## src/hdl/cgts_pkg.sv

```systemverilog
package cgts_pkg;

  localparam int MAX_TYPES   = 16;
  localparam int TYPE_W      = 4;
  localparam int MAX_TOKENS  = 65536;
  localparam int TOK_W       = 16;
  localparam int MAX_GENES   = 1024;
  localparam int GENE_W      = 10;
  localparam int MAX_SAMPLES = 64;
  localparam int SAMP_W      = 6;

  localparam int CNT_W = 17;
  localparam logic [CNT_W-1:0] CNT_MAX = 17'h1FFFF;

  // fixed point widths of the weight path
  localparam int Q_W   = 30;
  localparam int NUM_W = 34;
  localparam int DEN_W = 41;
  localparam int FAC_W = 34;
  localparam int W_W   = 48;
  localparam int SUM_W = 52;
  localparam logic [Q_W-1:0] Q_MAX = 30'h3FFF_FFFF;

  localparam int NT_W    = 5;
  localparam int ALPHA_W = 24;
  localparam int BT_W    = 40;
  localparam int BETA_W  = 24;
  localparam int RND_W   = 32;

  localparam logic [1:0] KIND_INIT     = 2'd0;
  localparam logic [1:0] KIND_RESAMPLE = 2'd1;
  localparam logic [1:0] KIND_READ     = 2'd2;
  localparam logic [1:0] KIND_NONE     = 2'd3;

  localparam int CFG_IDX_W  = 2;
  localparam int CFG_DATA_W = 40;
  localparam logic [CFG_IDX_W-1:0] CFG_NUM_TYPES  = 2'd0;
  localparam logic [CFG_IDX_W-1:0] CFG_ALPHA      = 2'd1;
  localparam logic [CFG_IDX_W-1:0] CFG_BETA_TOTAL = 2'd2;

  typedef logic [MAX_TYPES-1:0][CNT_W-1:0] row_t;

  typedef struct packed {
    logic [1:0]        kind;
    logic [TOK_W-1:0]  token;
    logic [GENE_W-1:0] gene;
    logic [SAMP_W-1:0] sample_idx;
    logic [BETA_W-1:0] gene_beta;
    logic [RND_W-1:0]  random_word;
    logic [TYPE_W-1:0] read_type;
  } item_t;

  typedef struct packed {
    logic [TYPE_W-1:0] chosen_type;
    logic [CNT_W-1:0]  gene_type_count;
    logic [CNT_W-1:0]  sample_type_count;
    logic [CNT_W-1:0]  type_total;
  } res_t;

  typedef struct packed {
    logic clr;
    logic latch;
    logic rd;
    logic load;
    logic pick;
    logic remove;
    logic div_start;
    logic mul1;
    logic mul2;
    logic thr1;
    logic thr2;
    logic scan;
    logic add;
    logic wb;
    logic out_load;
  } cmd_t;

  typedef struct packed {
    logic       clr_done;
    logic       div_done;
    logic       last;
    logic       hit;
    logic [1:0] kind;
  } stat_t;

  function automatic logic [CNT_W-1:0] cnt_inc(input logic [CNT_W-1:0] c);
    cnt_inc = (c < CNT_MAX) ? c + 1'b1 : c;
  endfunction

  function automatic logic [CNT_W-1:0] cnt_dec(input logic [CNT_W-1:0] c);
    cnt_dec = (c != '0) ? c - 1'b1 : c;
  endfunction

endpackage

```

## src/hdl/cgts_ctrl.sv

```systemverilog
module cgts_ctrl (
  input  logic            clk,
  input  logic            rst_n,
  input  logic            in_valid,
  input  logic [1:0]      in_kind,
  input  logic            out_free,
  input  cgts_pkg::stat_t stat,
  output cgts_pkg::cmd_t  cmd,
  output logic            in_ready
);
  import cgts_pkg::*;

  typedef enum logic [15:0] {
    S_CLEAR  = 16'h0001,
    S_IDLE   = 16'h0002,
    S_RD     = 16'h0004,
    S_LOAD   = 16'h0008,
    S_INIT   = 16'h0010,
    S_REMOVE = 16'h0020,
    S_DIVST  = 16'h0040,
    S_DIV    = 16'h0080,
    S_MUL1   = 16'h0100,
    S_MUL2   = 16'h0200,
    S_THR1   = 16'h0400,
    S_THR2   = 16'h0800,
    S_SCAN   = 16'h1000,
    S_ADD    = 16'h2000,
    S_WB     = 16'h4000,
    S_OUT    = 16'h8000
  } st_t;

  st_t st_r, st_nxt;

  always_comb begin
    st_nxt   = st_r;
    cmd      = '0;
    in_ready = 1'b0;
    case (st_r)
      S_CLEAR: begin
        cmd.clr = 1'b1;
        if (stat.clr_done) st_nxt = S_IDLE;
      end
      S_IDLE: begin
        in_ready  = 1'b1;
        cmd.latch = in_valid;
        if (in_valid && in_kind != KIND_NONE) st_nxt = S_RD;
      end
      S_RD: begin
        cmd.rd = 1'b1;
        st_nxt = S_LOAD;
      end
      S_LOAD: begin
        cmd.load = 1'b1;
        case (stat.kind)
          KIND_READ:     st_nxt = S_OUT;
          KIND_INIT:     st_nxt = S_INIT;
          KIND_RESAMPLE: st_nxt = S_REMOVE;
          default:       st_nxt = S_IDLE;
        endcase
      end
      S_INIT: begin
        cmd.pick = 1'b1;
        st_nxt   = S_ADD;
      end
      S_REMOVE: begin
        cmd.remove = 1'b1;
        st_nxt     = S_DIVST;
      end
      S_DIVST: begin
        cmd.div_start = 1'b1;
        st_nxt        = S_DIV;
      end
      S_DIV: begin
        if (stat.div_done) st_nxt = S_MUL1;
      end
      S_MUL1: begin
        cmd.mul1 = 1'b1;
        st_nxt   = S_MUL2;
      end
      S_MUL2: begin
        cmd.mul2 = 1'b1;
        st_nxt   = stat.last ? S_THR1 : S_DIVST;
      end
      S_THR1: begin
        cmd.thr1 = 1'b1;
        st_nxt   = S_THR2;
      end
      S_THR2: begin
        cmd.thr2 = 1'b1;
        st_nxt   = S_SCAN;
      end
      S_SCAN: begin
        cmd.scan = 1'b1;
        if (stat.hit) st_nxt = S_ADD;
      end
      S_ADD: begin
        cmd.add = 1'b1;
        st_nxt  = S_WB;
      end
      S_WB: begin
        cmd.wb = 1'b1;
        st_nxt = S_OUT;
      end
      S_OUT: begin
        if (out_free) begin
          cmd.out_load = 1'b1;
          st_nxt       = S_IDLE;
        end
      end
      default: st_nxt = S_IDLE;
    endcase
  end

  always_ff @(posedge clk) begin
    if (!rst_n) st_r <= S_CLEAR;
    else        st_r <= st_nxt;
  end

endmodule

```

## config.mk

```make
export PLATFORM = sky130hd
export DESIGN_NAME = cgts_ctrl
export DESIGN_NICKNAME = d
export VERILOG_FILES = /design/src/hdl/cgts_pkg.sv /design/src/hdl/cgts_ctrl.sv
export SDC_FILE = /design/constraint.sdc
export NUM_CORES = 1
export LEC_CHECK = 0
export ABC_AREA = 1
export BUFFER_PORTS_ARGS = -buffer_cell sky130_fd_sc_hd__buf_2
export CAP_MARGIN = 15
export CORE_MARGIN = 8
export CORE_UTILIZATION = 35
export DETAILED_ROUTE_END_ITERATION = 16
export GPL_ROUTABILITY_DRIVEN = 1
export REMOVE_ABC_BUFFERS = 1
export SYNTH_ARGS = -nofsm -noshare
export SYNTH_HDL_FRONTEND = slang
export SYNTH_SLANG_ARGS = --single-unit
```

## constraint.sdc

```tcl
create_clock -name clk -period 2.62 [get_ports clk]
set_clock_uncertainty 0.2 [all_clocks]
set_input_delay 0.262 -clock clk [delete_from_list [all_inputs] [get_ports clk]]
set_output_delay 0.262 -clock clk [all_outputs]
set_load 0.1 [all_outputs]
```

==> summary.md <==
| Metric | Value |
|---|---|
| Outcome | `complete, no violations` |
| Biggest register | `st_r` |
| Critical path's largest stage delay | `420 ps` |
| Kind of critical path | `flop to primary output` |
| Slew @ Worst Pin | `approximately 500 ps` |
| Number of max-slew violations in the final report | `0` |
| First-pass GRT wire length | `~5100 um` |
| Vias | `between 1000 and 1500` |
| Most used cell, CP | `nor2_2` |
| CP Capture Type | `primary output` |
| Rows | `21` |
| Initial DRC Count | `~110` |
| CTS HTree Levels | `1` |
| Period minus WS final | `2440 ps` |
| Die ar. | `about 5600 sq um` |
| WL final | `just under 3000 um` |
| Post-Syn Area | `about 1200 sq um` |
| Power Density | `843 nW/um^2` |
| HPWL Detailed | `2410 um` |
| DR WL/cell | `10.6 um` |
| Area Growth Syn to Fin | `16.0%` |
| YS warnings | `0` |
| Filler cells | `about 390` |
| Initial Utilization | `0.362` |
| Worst R2R End | `st_r[8]` |
| CTS Root Cell | `clkbuf_4` |
| Cells along the critical path | `nor2_2 > nand2_2 > nor2_2 > nand2_1 > inv_1 > buf_2` |
| I/O pin count | `28` |
| R2r worst-path depth | `10` |
| Die Y | `around 75 um` |
| Max FFs per register | `16` |
| Vias/cell | `4.41` |
| Startpoint types | `flop` |
| I/O Buffers | `27` |
| Hold Path Class | `input pin to flop` |
| Syn Area/Cell | `a little over 6 sq um` |
| Clock Pin Slew Worst Setup and Hold Paths | `100 ps` |
| Core Area | `between 3000 and 4000 sq um` |
| Max frequency | `between 0.4 and 0.5 GHz` |
| # diodes | `0` |
| Residual DRC count | `0` |
| Sequential area share after synthesis | `0.265` |
| Area of the multi-input gates | `just over 700 sq um` |
| Worst-path fanout max | `11` |
| Slowest CP cell | `buf_2` |
| Worst R2R Start | `st_r[1]` |
| Synth Register Bits | `16` |
| RSZ-0062 raised after global routing | `false` |
| Longest Clk Path Bufs | `2` |
| Fin util | `0.420` |
| Setup TNS | `0 ps` |
| Clock Latency Late Sink | `about 290 ps` |
| CTS tree | `yes` |
| Final net count | `240` |
| Num CTS Buffers | `3` |
| R2R Setup Slk | `about 700 ps` |
| Slew headroom | `0.675` |
| Largest net degree at the start of global routing | `14` |
| Antenna violations before repair | `0` |
| Worst slack, placed | `490 ps` |
| Tot GR Track Use | `0.115` |
| Vias in the first global route | `around 1200` |
| WHS Endpoint | `st_r[10]` |
| CP arrival | `around 2000 ps` |
| Final worst setup slack | `184 ps` |
| Critical Path RT | `~2200 ps` |
| Antenna Violating Nets Remaining | `0` |
| VDD IR max | `approximately 0.55 mV` |
| Detailed Routing Iterations Pass 1 | `4` |
| Largest regs | `st_r x16` |
| Max-cap violations | `0` |
| Final period util | `0.930` |
| Total grt overflow | `0` |
| Clk sink count | `16` |
| Final setup fails | `0` |
| Layout cell share with drive strength beyond 1 | `0.257` |
| GP Congestion | `0.828` |
| Die Span X | `between 70 and 80 um` |
| Gate count of the mapped netlist | `a little under 200` |
| Postcts setup bufs | `0` |
| Register area | `320 sq um` |
| Netlist cell types | `25` |
| Fin. Hold Viols | `0` |
| P_leak | `0.832 nW` |
| Startpoint of the worst hold path | `stat[3]` |
| Worst hold stages | `3` |
-- synthesized netlist by cell type (all sizes together) --
cell    count  area [sq um]
buf         3          31.3
dfxtp      16           320
inv        38           143
nand2      48           218
nand3      22           115
nand3b      2          15.0
nand4       3          18.8
nor2       55           270
nor3        3          15.0
nor3b       2          20.0
o21ai       3          18.8
o21bai      1          7.51
o31ai       1          7.51
or2         1          8.76
-- layout make-up --
type,instances,area share
Multi-Input combinational cell,141,0.509
Sequential cell,16,0.228
Timing Repair Buffer,28,0.103
Inverter,38,0.102
Tap cell,46,0.0410
Clock buffer,3,0.0161
-- per-layer routing --
layer	routed length, um	up-vias	track usage
met2	1380	25	0.197
met4	29	0	0.0261
met3	159	4	0.0360
met1	1330	510	0.136
met5	0	-	0
li1	-	660	-
-- worst max-delay path by stage --
stage / startpoint / endpoint / depth (start not counted)
2_1_floorplan: st_r[8] / cmd[13] / 5
3_3_place_gp: st_r[10] / cmd[9] / 7
3_5_place_dp: st_r[1] / cmd[6] / 6
4_1_cts: st_r[1] / cmd[6] / 6
5_1_grt: st_r[1] / cmd[1] / 6
6_report: st_r[1] / cmd[6] / 6
-- logic make-up (layout without fill, tap and decap cells) --
family / Yosys count / in the layout / synth area share
AND/OR/NAND/NOR: 136 / 136 / 0.563
AO/OA/AOI/OAI: 5 / 5 / 0.0280
buffers and inverters: 41 / 69 / 0.144
flip-flops: 16 / 16 / 0.265
-- layout by cell type (no fill, tap or decap), types with 2 or more instances in the layout --
cell      instances
nand3_1          21
nor2_1           41
nand2_1          41
o21ai_0           2
buf_2            27
clkbuf_4          3
nor2_4            3
nor3_1            3
inv_1            35
nand4_1           3
dfxtp_1          16
inv_2             3
nand2_4           4
nor2_2           10
nand3b_1          2
nand2_2           3
-- where the power goes --
| part | internal (W) | switching [W] |
|---|---|---|
| logic | 0.000183 | 0.000560 |
| clock network | 0.0000534 | 0.0000763 |
| registers | 0.000277 | 0.0000329 |
-- critical path, delay by kind of cell (launching register included) --
kind / cells / cell delay [ps]
simple gates: 4 / 820
buf+inv: 2 / 510
flops: 1 / 350
-- through the flow --
step / total power [W] / instances / cell area (sq um) / hold WS, ps
after floorplan: 0.000930 / 195 / 1180 / 132
after global placement: 0.00106 / 268 / 1370 / 317
after detailed placement: 0.00106 / 268 / 1370 / 314
after CTS: 0.00119 / 271 / 1390 / 5.81
after global routing: 0.00129 / 272 / 1400 / 22.6
final: 0.00118 / 272 / 1400 / 21.3
-- what timing repair did --
action	4_1_cts	5_1_grt
resized for setup	0	0
endpoints found under the hold margin	0	1
hold buffers	0	1
Power figures use the tool's default switching activity.
